**config.mk**
```make
export PLATFORM = sky130hd
export DESIGN_NAME = integer_set_table
export DESIGN_NICKNAME = d
export VERILOG_FILES = /design/src/ist_pkg.sv /design/src/integer_set_table.sv /design/src/ist_mem.sv /design/src/ist_ctrl.sv
export SDC_FILE = /design/constraint.sdc
export NUM_CORES = 1
export LEC_CHECK = 0
export BUFFER_PORTS_ARGS = -buffer_cell sky130_fd_sc_hd__buf_2
export CORE_UTILIZATION = 55
export DETAILED_ROUTE_END_ITERATION = 10
export PLACE_DENSITY_LB_ADDON = 0.1
export SLEW_MARGIN = 40
export SYNTH_ARGS = -nofsm -noshare
export SYNTH_HDL_FRONTEND = slang
export SYNTH_SLANG_ARGS = --single-unit
```
**constraint.sdc**
```tcl
create_clock -name clk -period 4.8 [get_ports clk]
set_clock_uncertainty 0.1 [all_clocks]
set_input_delay 0.72 -clock clk [delete_from_list [all_inputs] [get_ports clk]]
set_output_delay 0.72 -clock clk [all_outputs]
set_load 0.01 [all_outputs]
```
**src/ist_pkg.sv**
```systemverilog
`timescale 1ns / 1ps
// ----------------------------------------------------------------------------
// ist_pkg
// Shared widths, opcodes and status codes of the integer set table.
// ----------------------------------------------------------------------------
package ist_pkg;

  localparam int OPW  = 2;
  localparam int VW   = 32;
  localparam int IW   = 4;
  localparam int STW  = 3;
  localparam int CNTW = 5;

  localparam logic [OPW-1:0] OP_INSERT = 2'd0;
  localparam logic [OPW-1:0] OP_REMOVE = 2'd1;
  localparam logic [OPW-1:0] OP_READ   = 2'd2;

  localparam logic [STW-1:0] ST_INSERTED  = 3'd0;
  localparam logic [STW-1:0] ST_DUPLICATE = 3'd1;
  localparam logic [STW-1:0] ST_FULL      = 3'd2;
  localparam logic [STW-1:0] ST_REMOVED   = 3'd3;
  localparam logic [STW-1:0] ST_NOT_FOUND = 3'd4;
  localparam logic [STW-1:0] ST_READ_OK   = 3'd5;
  localparam logic [STW-1:0] ST_BAD_INDEX = 3'd6;

endpackage

```
**src/integer_set_table.sv**
```systemverilog
`timescale 1ns / 1ps
// Sequence: a read passes through S_READ and S_DONE before its result is registered;
//   insert/remove on a non-empty set scans in S_SCAN, a remove shifts in S_SHIFT.
// Flow: one request in flight; the next is taken once the result is registered and
//   the sequencer is idle. The single read port walks the store one entry a cycle.
// Reset: clears the count and control; entries stay undefined, no clearing pass.
// ----------------------------------------------------------------------------
// integer_set_table
// Set of distinct 32-bit integers in insertion order, held in a synchronous memory.
// ----------------------------------------------------------------------------
module integer_set_table #(
  parameter int CAPACITY = 16
) (
  input  logic                          clk,
  input  logic                          rst,
  input  logic                          in_valid,
  output logic                          in_stall,
  input  logic [ist_pkg::OPW-1:0]       opcode,
  input  logic signed [ist_pkg::VW-1:0] value,
  input  logic [ist_pkg::IW-1:0]        index,
  output logic                          out_valid,
  input  logic                          out_stall,
  output logic [ist_pkg::STW-1:0]       status,
  output logic [ist_pkg::CNTW-1:0]      count,
  output logic signed [ist_pkg::VW-1:0] entry_value
);

  localparam int AW = $clog2(CAPACITY);
  localparam int CW = $clog2(CAPACITY + 1);

  logic                   mem_wr_en;
  logic [AW-1:0]          mem_wr_addr;
  logic [ist_pkg::VW-1:0] mem_wr_data;
  logic [AW-1:0]          mem_rd_addr;
  logic [ist_pkg::VW-1:0] mem_rd_data;

  ist_ctrl #(
    .CAPACITY(CAPACITY),
    .AW      (AW),
    .CW      (CW)
  ) u_ctrl (
    .clk         (clk),
    .rst         (rst),
    .in_valid    (in_valid),
    .in_stall    (in_stall),
    .opcode      (opcode),
    .value       (value),
    .index       (index),
    .out_valid   (out_valid),
    .out_stall   (out_stall),
    .status      (status),
    .count       (count),
    .entry_value (entry_value),
    .mem_wr_en   (mem_wr_en),
    .mem_wr_addr (mem_wr_addr),
    .mem_wr_data (mem_wr_data),
    .mem_rd_addr (mem_rd_addr),
    .mem_rd_data (mem_rd_data)
  );

  ist_mem #(
    .DEPTH(CAPACITY),
    .AW   (AW)
  ) u_mem (
    .clk     (clk),
    .wr_en   (mem_wr_en),
    .wr_addr (mem_wr_addr),
    .wr_data (mem_wr_data),
    .rd_addr (mem_rd_addr),
    .rd_data (mem_rd_data)
  );

endmodule

```
**src/ist_mem.sv**
```systemverilog
`timescale 1ns / 1ps
// ----------------------------------------------------------------------------
// ist_mem
// Entry store: one write port, one read port with registered read data.
// ----------------------------------------------------------------------------
module ist_mem #(
  parameter int DEPTH = 16,
  parameter int AW    = 4
) (
  input  logic                   clk,
  input  logic                   wr_en,
  input  logic [AW-1:0]          wr_addr,
  input  logic [ist_pkg::VW-1:0] wr_data,
  input  logic [AW-1:0]          rd_addr,
  output logic [ist_pkg::VW-1:0] rd_data
);

  logic [ist_pkg::VW-1:0] mem [DEPTH];

  always_ff @(posedge clk) begin
    if (wr_en) begin
      mem[wr_addr] <= wr_data;
    end
  end

  always_ff @(posedge clk) begin
    rd_data <= mem[rd_addr];
  end

endmodule

```
**src/ist_ctrl.sv**
```systemverilog
`timescale 1ns / 1ps
// ----------------------------------------------------------------------------
// ist_ctrl
// Request sequencer: reads an entry by index, scans the store one entry a cycle,
// appends on insert, shifts later entries down on remove, and holds the result register.
// ----------------------------------------------------------------------------
module ist_ctrl #(
  parameter int CAPACITY = 16,
  parameter int AW       = 4,
  parameter int CW       = 5
) (
  input  logic                          clk,
  input  logic                          rst,
  input  logic                          in_valid,
  output logic                          in_stall,
  input  logic [ist_pkg::OPW-1:0]       opcode,
  input  logic signed [ist_pkg::VW-1:0] value,
  input  logic [ist_pkg::IW-1:0]        index,
  output logic                          out_valid,
  input  logic                          out_stall,
  output logic [ist_pkg::STW-1:0]       status,
  output logic [ist_pkg::CNTW-1:0]      count,
  output logic signed [ist_pkg::VW-1:0] entry_value,
  output logic                          mem_wr_en,
  output logic [AW-1:0]                 mem_wr_addr,
  output logic [ist_pkg::VW-1:0]        mem_wr_data,
  output logic [AW-1:0]                 mem_rd_addr,
  input  logic [ist_pkg::VW-1:0]        mem_rd_data
);

  localparam logic [2:0] S_IDLE  = 3'd0;
  localparam logic [2:0] S_SCAN  = 3'd1;
  localparam logic [2:0] S_SHIFT = 3'd2;
  localparam logic [2:0] S_READ  = 3'd3;
  localparam logic [2:0] S_DONE  = 3'd4;

  logic [2:0]                   state, state_next;
  logic                         op_remove, op_remove_next;
  logic [ist_pkg::VW-1:0]       key, key_next;
  logic [AW-1:0]                ptr, ptr_next;
  logic [CW-1:0]                cnt, cnt_next;
  logic [ist_pkg::STW-1:0]      res_status, res_status_next;
  logic [ist_pkg::VW-1:0]       res_value, res_value_next;
  logic [AW+ist_pkg::IW-1:0]    idx_addr_w;
  logic [CW+ist_pkg::IW-1:0]    idx_cmp_w;
  logic [CW+ist_pkg::CNTW-1:0]  cnt_out_w;
  logic                         rd_ok;
  logic                         last;
  logic                         shift_last;
  logic                         out_free;

  assign idx_addr_w = (AW + ist_pkg::IW)'(index);
  assign idx_cmp_w  = (CW + ist_pkg::IW)'(index);
  assign rd_ok      = idx_cmp_w < (CW + ist_pkg::IW)'(cnt);
  assign last       = (CW'(ptr) == cnt - CW'(1));
  assign shift_last = (CW'(ptr) + CW'(1) == cnt - CW'(1));
  assign out_free   = !out_valid || !out_stall;
  assign in_stall   = (state != S_IDLE);

  always_comb begin
    state_next      = state;
    op_remove_next  = op_remove;
    key_next        = key;
    ptr_next        = ptr;
    cnt_next        = cnt;
    res_status_next = res_status;
    res_value_next  = res_value;
    mem_wr_en       = 1'b0;
    mem_wr_addr     = cnt[AW-1:0];
    mem_wr_data     = key;
    mem_rd_addr     = ptr + AW'(1);

    unique case (state)
      S_IDLE: begin
        mem_rd_addr = '0;
        if (in_valid) begin
          key_next       = value;
          op_remove_next = (opcode == ist_pkg::OP_REMOVE);
          ptr_next       = '0;
          res_value_next = '0;
          if (opcode == ist_pkg::OP_INSERT) begin
            if (cnt == '0) begin
              // empty store: nothing to scan, append at slot zero
              mem_wr_en       = 1'b1;
              mem_wr_addr     = '0;
              mem_wr_data     = value;
              cnt_next        = CW'(1);
              res_status_next = ist_pkg::ST_INSERTED;
              state_next      = S_DONE;
            end else begin
              state_next = S_SCAN;
            end
          end else if (opcode == ist_pkg::OP_REMOVE) begin
            if (cnt == '0) begin
              res_status_next = ist_pkg::ST_NOT_FOUND;
              state_next      = S_DONE;
            end else begin
              state_next = S_SCAN;
            end
          end else begin
            mem_rd_addr     = idx_addr_w[AW-1:0];
            res_status_next = rd_ok ? ist_pkg::ST_READ_OK : ist_pkg::ST_BAD_INDEX;
            state_next      = S_READ;
          end
        end
      end

      S_READ: begin
        res_value_next = (res_status == ist_pkg::ST_READ_OK) ? mem_rd_data : '0;
        state_next     = S_DONE;
      end

      S_SCAN: begin
        // mem_rd_data holds entry ptr; entry ptr+1 is being fetched
        if (mem_rd_data == key) begin
          if (!op_remove) begin
            res_status_next = ist_pkg::ST_DUPLICATE;
            state_next      = S_DONE;
          end else if (last) begin
            cnt_next        = cnt - CW'(1);
            res_status_next = ist_pkg::ST_REMOVED;
            state_next      = S_DONE;
          end else begin
            state_next = S_SHIFT;
          end
        end else if (last) begin
          if (op_remove) begin
            res_status_next = ist_pkg::ST_NOT_FOUND;
          end else if (cnt >= CW'(CAPACITY)) begin
            res_status_next = ist_pkg::ST_FULL;
          end else begin
            mem_wr_en       = 1'b1;
            cnt_next        = cnt + CW'(1);
            res_status_next = ist_pkg::ST_INSERTED;
          end
          state_next = S_DONE;
        end else begin
          ptr_next = ptr + AW'(1);
        end
      end

      S_SHIFT: begin
        // entry ptr+1 arrives now; move it down and prefetch ptr+2
        mem_rd_addr = ptr + AW'(2);
        mem_wr_en   = 1'b1;
        mem_wr_addr = ptr;
        mem_wr_data = mem_rd_data;
        if (shift_last) begin
          cnt_next        = cnt - CW'(1);
          res_status_next = ist_pkg::ST_REMOVED;
          state_next      = S_DONE;
        end else begin
          ptr_next = ptr + AW'(1);
        end
      end

      S_DONE: begin
        if (out_free) begin
          state_next = S_IDLE;
        end
      end

      default: begin
        state_next = S_IDLE;
      end
    endcase
  end

  always_ff @(posedge clk) begin
    if (rst) begin
      state <= S_IDLE;
      cnt   <= '0;
    end else begin
      state <= state_next;
      cnt   <= cnt_next;
    end
  end

  always_ff @(posedge clk) begin
    op_remove  <= op_remove_next;
    key        <= key_next;
    ptr        <= ptr_next;
    res_status <= res_status_next;
    res_value  <= res_value_next;
  end

  assign cnt_out_w = (CW + ist_pkg::CNTW)'(cnt);

  always_ff @(posedge clk) begin
    if (rst) begin
      out_valid <= 1'b0;
    end else if (state == S_DONE && out_free) begin
      out_valid <= 1'b1;
    end else if (!out_stall) begin
      out_valid <= 1'b0;
    end
  end

  always_ff @(posedge clk) begin
    if (state == S_DONE && out_free) begin
      status      <= res_status;
      count       <= cnt_out_w[ist_pkg::CNTW-1:0];
      entry_value <= res_value;
    end
  end

endmodule

```
==> results_dict.tcl, run 1 <==
set metrics [dict create \
    rsz0062_at_grt "no" \
    syn_area_um2 26100 \
    postSynthCellCount 1330 \
    cts_sinks 665 \
    fin_setup_tns_ns 0 \
    final_cell_mix "edfxtp_1 (624), mux4_2 (128), mux2i_1 (97)" \
    crit_start "u_ctrl.cnt[1]$_SDFFE_PP0P_" \
    die_area_um2 48300 \
    ctsResizeCount 0 \
    vias 13100 \
    crit_required_ns 4.98 \
    clkTransAtPathRegs_ns 0.06 \
    slowest_delay_ns 0.62 \
    arrival_ns 4.11 \
    maxSlewHeadroom 0.479 \
    cp_max_fo 19 \
    grt_pass1_vias 13300 \
    hold_buffers 0 \
    synth_fp_nets 1379 \
    synth_ff_type "edfxtp_1" \
    fillers 3204 \
    ys_ff_latch 665 \
    finalSetupViolations 0 \
    cts_htree_levels 3 \
    cts_setup_buffers 0 \
    outcome "finished, violations left" \
    numCtsBuffers 67 \
    ioPinCount 84 \
    ys.warnings.count 0 \
    overflow 0 \
    endpoint_kind "flop" \
    rr_worst_depth 10 \
    r2r_end "u_mem.mem[12][23]$_DFFE_PP_" \
    final_common_cell "edfxtp_1" \
    violations "DRC" \
    finalCritPeriodShare 0.818 \
    critPathCapture "u_mem.mem[12][23]$_DFFE_PP_" \
    layout-area-overhead-vs-synth_pct 15.0 \
    grt_use_total 0.256 \
    crit_path_frequent_cell "or3_4" \
    drv_cap 0 \
    antenna_found_initial 1 \
    wl_per_cell_um 27.7 \
    pre_cts_ws_ns 0.848 \
    die_h_um 220 \
    synth-edff-count 624 \
    path_cells "inv_1, ha_1, nor3b_2, xor2_1, or3_4, or3_4, o31ai_1, nand3_1, nor2_4, buf_12" \
    max_freq_ghz 0.255 \
    syn_area_per_cell_um2 19.6 \
    wl_mm 59.2 \
    drt_iter0_markers 1221 \
    die_w_um 220 \
    r2r-start "u_ctrl.cnt[1]$_SDFFE_PP0P_" \
    ant_nets 0 \
    portBuffers 83 \
    drt_pass1_iterations 8 \
    worst_skew_pair.late_latency_ns 0.59 \
    clk_path_buf_depth 3 \
    fp.coreArea_um2 46700 \
    rows 79 \
    cts_tree "built" \
    r2r_setup_slack_ns 0.87 \
    drv_slew 0 \
    drc 10 \
    cts_root_buffer "clkbuf_16" \
    power.density_nw_per_um2 693 \
    critPathLaunchType "flop" \
    grt_pass1_wl_mm 87.1 \
    place.gp.congestion 0.868 \
    leakage_nw 9.85 \
    drive_above_1_share 0.263 \
    hold_viol 0 \
    worst_pin_slew_ns 0.776 \
    worst_slack_ns 0.871 \
    ys_seq_area_frac 0.750 \
    nets 1527 \
    path_depth 10 \
    cp_num_buf_inv 2 \
    critPathSlowestCell "nor2_4" \
    initial_core_util 0.559 \
    cp_top_family "simple AND/OR/NAND/NOR gates" \
    drt-vias-per-instance 6.13 \
    peakVddDrop_v 0.000504 \
    min_path_type "in -> reg" \
    diodes 0 \
    crit_type "reg -> reg" \
    async_flop_share 0 \
    grt_max_degree 50 \
    synth_cell_types 55 \
    period_needed_ns 3.93 \
    hpwl_mm 36.8 \
]
[registers in the layout, indices dropped and copies added (netlist names), 4 cells and up]
register,cells
u_ctrl.count,5
u_ctrl.ptr,4
u_ctrl.entry_value,32
u_ctrl.key,32
u_mem.mem,512
u_ctrl.res_value,32
u_ctrl.cnt,5
u_mem.rd_data,32
[worst min-delay path by stage]
stage,from,to,slack (ns),cells past startpoint
6_report,value[11],u_ctrl.key[11]$_DFFE_PP_,0.22,1
5_1_grt,value[11],u_ctrl.key[11]$_DFFE_PP_,0.21,1
4_1_cts,value[13],u_ctrl.key[13]$_DFFE_PP_,0.19,1
3_5_place_dp,u_ctrl.res_value[12]$_SDFFCE_PN0P_,u_ctrl.entry_value[12]$_DFFE_PP_,0.30,0
3_3_place_gp,u_ctrl.res_value[13]$_SDFFCE_PN0P_,u_ctrl.entry_value[13]$_DFFE_PP_,0.30,0
2_1_floorplan,u_ctrl.res_value[0]$_SDFFCE_PN0P_,u_ctrl.entry_value[0]$_DFFE_PP_,0.30,0
[cell usage after synthesis (all sizes together) (2+ instances only)]
library cell	instances	share of area
a32oi	2	0.00067
clkbuf	23	0.0033
dfxtp	41	0.031
nor2b	4	0.00096
nand4	4	0.00096
o31ai	3	0.00086
o21ai	12	0.0023
buf	42	0.0087
and3b	2	0.00067
nand3	12	0.0023
a21oi	23	0.0046
a21o	2	0.00058
xnor2	8	0.0027
nand2b	4	0.00096
a2111oi	2	0.00067
nor2	42	0.0060
nor3	11	0.0025
nand2	75	0.011
a22o	2	0.00067
a211oi	3	0.00086
and2	34	0.0082
ha	7	0.0034
or3	2	0.00086
inv	10	0.0014
a22oi	33	0.0095
edfxtp	624	0.72
mux4	128	0.11
o221ai	2	0.00067
xnor3	2	0.0017
and4	3	0.0010
nor4	11	0.0026
mux2i	99	0.038
a31oi	8	0.0025
xor2	36	0.012
[per-layer routing]
metal,vias to the layer above,routed length (um),track usage,share of wire
li1,5680,-,-,-
met1,6871,26000,0.374,0.44
met2,450,28100,0.396,0.48
met3,85,3550,0.0380,0.060
met4,0,1540,0.0910,0.026
met5,-,0,0,0
[report_power, final]
part / internal (mW) / leakage (nW) / total, mW / switching, mW
Combinational: 3.17 / 2.84 / 7.60 / 4.43
Clock: 2.82 / 0.990 / 4.86 / 2.04
Sequential: 7.94 / 6.03 / 8.31 / 0.368
Total: 13.9 / 9.85 / 20.8 / 6.84
[stage by stage]
stage | instance area (um2) | std cells | total power [mW] | utilization | hold slack, ns
2_1_floorplan | 26100 | 1330 | 13.5 | - | 0.300
3_3_place_gp | 27700 | 2004 | 15.9 | 0.594 | 0.300
3_5_place_dp | 27900 | 2015 | 16.1 | 0.598 | 0.305
4_1_cts | 30000 | 2133 | 21.0 | 0.642 | 0.192
5_1_grt | 30000 | 2134 | 21.7 | 0.643 | 0.208
6_report | 30000 | 2134 | 20.8 | 0.643 | 0.220
[final cells by class]
| type | instances | area (um2) | area share |
|---|---|---|---|
| Sequential cell | 665 | 19600 | 0.652 |
| Multi-Input combinational cell | 590 | 6400 | 0.213 |
| Clock buffer | 103 | 1920 | 0.0642 |
| Timing Repair Buffer | 144 | 1200 | 0.0401 |
| Tap cell | 607 | 759 | 0.0253 |
| Clock inverter | 15 | 109 | 0.00363 |
| Inverter | 10 | 37.5 | 0.00125 |
[logic make-up (layout without fill, tap and decap cells)]
group,count (synthesis),count (layout),synth area share
compound gates,99,99,0.0266
xor+xnor,47,47,0.0174
fa+ha+maj,7,7,0.00336
buf+inv,75,272,0.0135
flops,665,665,0.750
mux,228,228,0.149
simple gates,209,209,0.0398
No activity file was read; power rests on OpenSTA's default activity.
==> run 2, diff against run 1 <==
clock period = 3.7 ns   (was 4.8 ns; I/O delays follow)
==> run 2 against run 1 <==
Effect of this change: combinational power up 42%; critical path depth stayed put; die area is the same; routed wire length increased by 3.2%; utilization rose by 2.0 points; cell count grew 3.1%; sequential power grew 29%; clock power is 41% higher; the flow still finishes with violations (DRC); design area up 3.1%; count of clock-buffer cells in the layout fell by 20; sequential share of layout area down 1.9 points.
==> results_dict.tcl, run 2 (synthesis results as in run 1) <==
set metrics [dict create \
    largest_register_ffs 512 \
    crit_type "reg -> reg" \
    crit_required_ns 3.94 \
    maxSlewHeadroom 0.422 \
    die_area_um2 48300 \
    finalSetupViolations 0 \
    rsz0062_at_grt "no" \
    top_register "u_mem.mem" \
    cts_htree_levels 3 \
    drv_cap 0 \
    overflow 0 \
    wl_mm 61.0 \
    fillers 3102 \
    drt_iter0_markers 1233 \
    top_usage_layer "met2" \
    use_met3 0.0458 \
    critPathSlowestCell "nor4_1" \
    vias 13400 \
    ant_nets 0 \
    worstHoldEndpoint "u_ctrl.key[21]$_DFFE_PP_" \
    dpl.cell_count 2080 \
    cts_root_buffer "clkbuf_16" \
    drc 14 \
    rr_worst_depth 10 \
    rows 79 \
    peakVddDrop_v 0.000577 \
    grt_use_total 0.261 \
    r2r_end "u_mem.mem[14][21]$_DFFE_PP_" \
    drv_slew 0 \
    power.density_nw_per_um2 917 \
    whs_path_depth 1 \
    diodes 0 \
    drt-vias-per-instance 6.08 \
    r2r-start "u_ctrl.key[26]$_DFFE_PP_" \
    worst_pin_slew_ns 0.859 \
    cts_sinks 665 \
    hold_viol 0 \
    outcome "finished, violations left" \
    drt_pass1_iterations 8 \
    grt_pass1_wl_mm 89.0 \
    portBuffers 83 \
    violations "DRC" \
    cts_tree "built" \
    path_cells "xor2_1, nor4_1, nand4_1, o21ai_0, o21ai_0, nand3_1, buf_4, nor2_4, buf_16, buf_16" \
    worst_skew_pair.late_latency_ns 0.60 \
    hold_ws_ns 0.0437 \
    hpwl_mm 40.0 \
    place.gp.congestion 0.914 \
    critPathLaunchType "flop" \
    ioPinCount 84 \
    grt_pass1_vias 13500 \
    die_w_um 220 \
    slowest_delay_ns 0.77 \
    hold_buffers 0 \
    leakage_nw 10.3 \
    clkTransAtPathRegs_ns 0.06 \
    grt_max_degree 57 \
    ctsResizeCount 0 \
    hold_start "value[21]" \
    min_path_type "in -> reg" \
    stdcell_count 2200 \
    cp_num_buf_inv 3 \
    use_met1 0.378 \
    drive_above_1_share 0.297 \
    r2r_setup_slack_ns 0.12 \
    clk_path_buf_depth 3 \
    arrival_ns 3.82 \
    nets 1590 \
    final_cell_mix "edfxtp_1 (624), mux4_2 (128), mux2i_1 (97)" \
    fin_setup_tns_ns 0 \
    cp_max_fo 15 \
    max_freq_ghz 0.280 \
    endpoint_kind "flop" \
    period_needed_ns 3.58 \
    cts_setup_buffers 0 \
    layout-area-overhead-vs-synth_pct 18.5 \
    antenna_found_initial 1 \
    initial_core_util 0.559 \
    fp.coreArea_um2 46700 \
    die_h_um 220 \
    wl_per_cell_um 27.7 \
    finalCritPeriodShare 0.967 \
    cp_top_family "simple AND/OR/NAND/NOR gates" \
    grtUsageMet2 0.406 \
    numCtsBuffers 66 \
    final_common_cell "edfxtp_1" \
]
[run 2: changes by cell type in the layout (fill, tap and decap cells not counted), sizes merged]
cell / before / now
clkinv: 10 / 23
clkbuf: 103 / 83
buf: 144 / 208
inv: 13 / 15
bufinv: 1 / 8
[run 2: how the worst max path moves through the flow]
stage	cells after the start	slack [ns]	endpoint	from
after floorplan	9	-0.49	u_mem.mem[2][0]$_DFFE_PP_	u_ctrl.cnt[1]$_SDFFE_PP0P_
after global placement	10	-0.13	u_mem.mem[4][10]$_DFFE_PP_	u_ctrl.cnt[0]$_SDFFE_PP0P_
after detailed placement	12	0.18	u_mem.mem[8][10]$_DFFE_PP_	u_ctrl.cnt[0]$_SDFFE_PP0P_
after CTS	12	0.14	u_mem.mem[8][19]$_DFFE_PP_	u_ctrl.cnt[0]$_SDFFE_PP0P_
after global routing	12	0.01	u_mem.mem[9][9]$_DFFE_PP_	u_ctrl.cnt[0]$_SDFFE_PP0P_
final	10	0.12	u_mem.mem[14][21]$_DFFE_PP_	u_ctrl.key[26]$_DFFE_PP_
[run 2: final cells by class]
type,count,area (um2),share of cell area
tap,607,759,0.0246
sequential,665,19600,0.633
clock buffer,83,1790,0.0579
multi-input combinational,590,6380,0.206
inverter,10,37.5,0.00121
clock inverter,37,422,0.0136
timing repair buffer,208,1960,0.0634
[run 2: metal layers]
metal | wire (um) | vias to the layer above
li1 | - | 5814
met1 | 26000 | 6990
met2 | 29000 | 495
met3 | 4420 | 83
met4 | 1590 | 0
met5 | 0 | -
[run 2: worst reg2reg max path: stages (launching register included)]
cell,delay (ns)
edfxtp_1,0.40
xor2_1,0.20
nor4_1,0.77
nand4_1,0.32
o21ai_0,0.50
o21ai_0,0.22
nand3_1,0.13
buf_4,0.19
nor2_4,0.11
buf_16,0.21
buf_16,0.16
[run 2: where the power goes]
group / internal [mW] / total [mW] / switching [mW]
clock: 4.02 / 6.84 / 2.82
sequential: 10.3 / 10.7 / 0.430
combinational: 4.60 / 10.8 / 6.16
total: 18.9 / 28.3 / 9.41
[run 2: per-stage QoR]
step / total power [mW] / cell area [um2] / utilization / setup slack (ns)
global placement: 21.5 / 28200 / 0.604 / -0.132
finish: 28.3 / 30900 / 0.662 / 0.124
detailed placement: 21.8 / 28700 / 0.615 / 0.180
global route: 29.5 / 30900 / 0.662 / 0.0142
floorplan: 17.5 / 26100 / - / -0.492
CTS: 28.6 / 30900 / 0.662 / 0.144
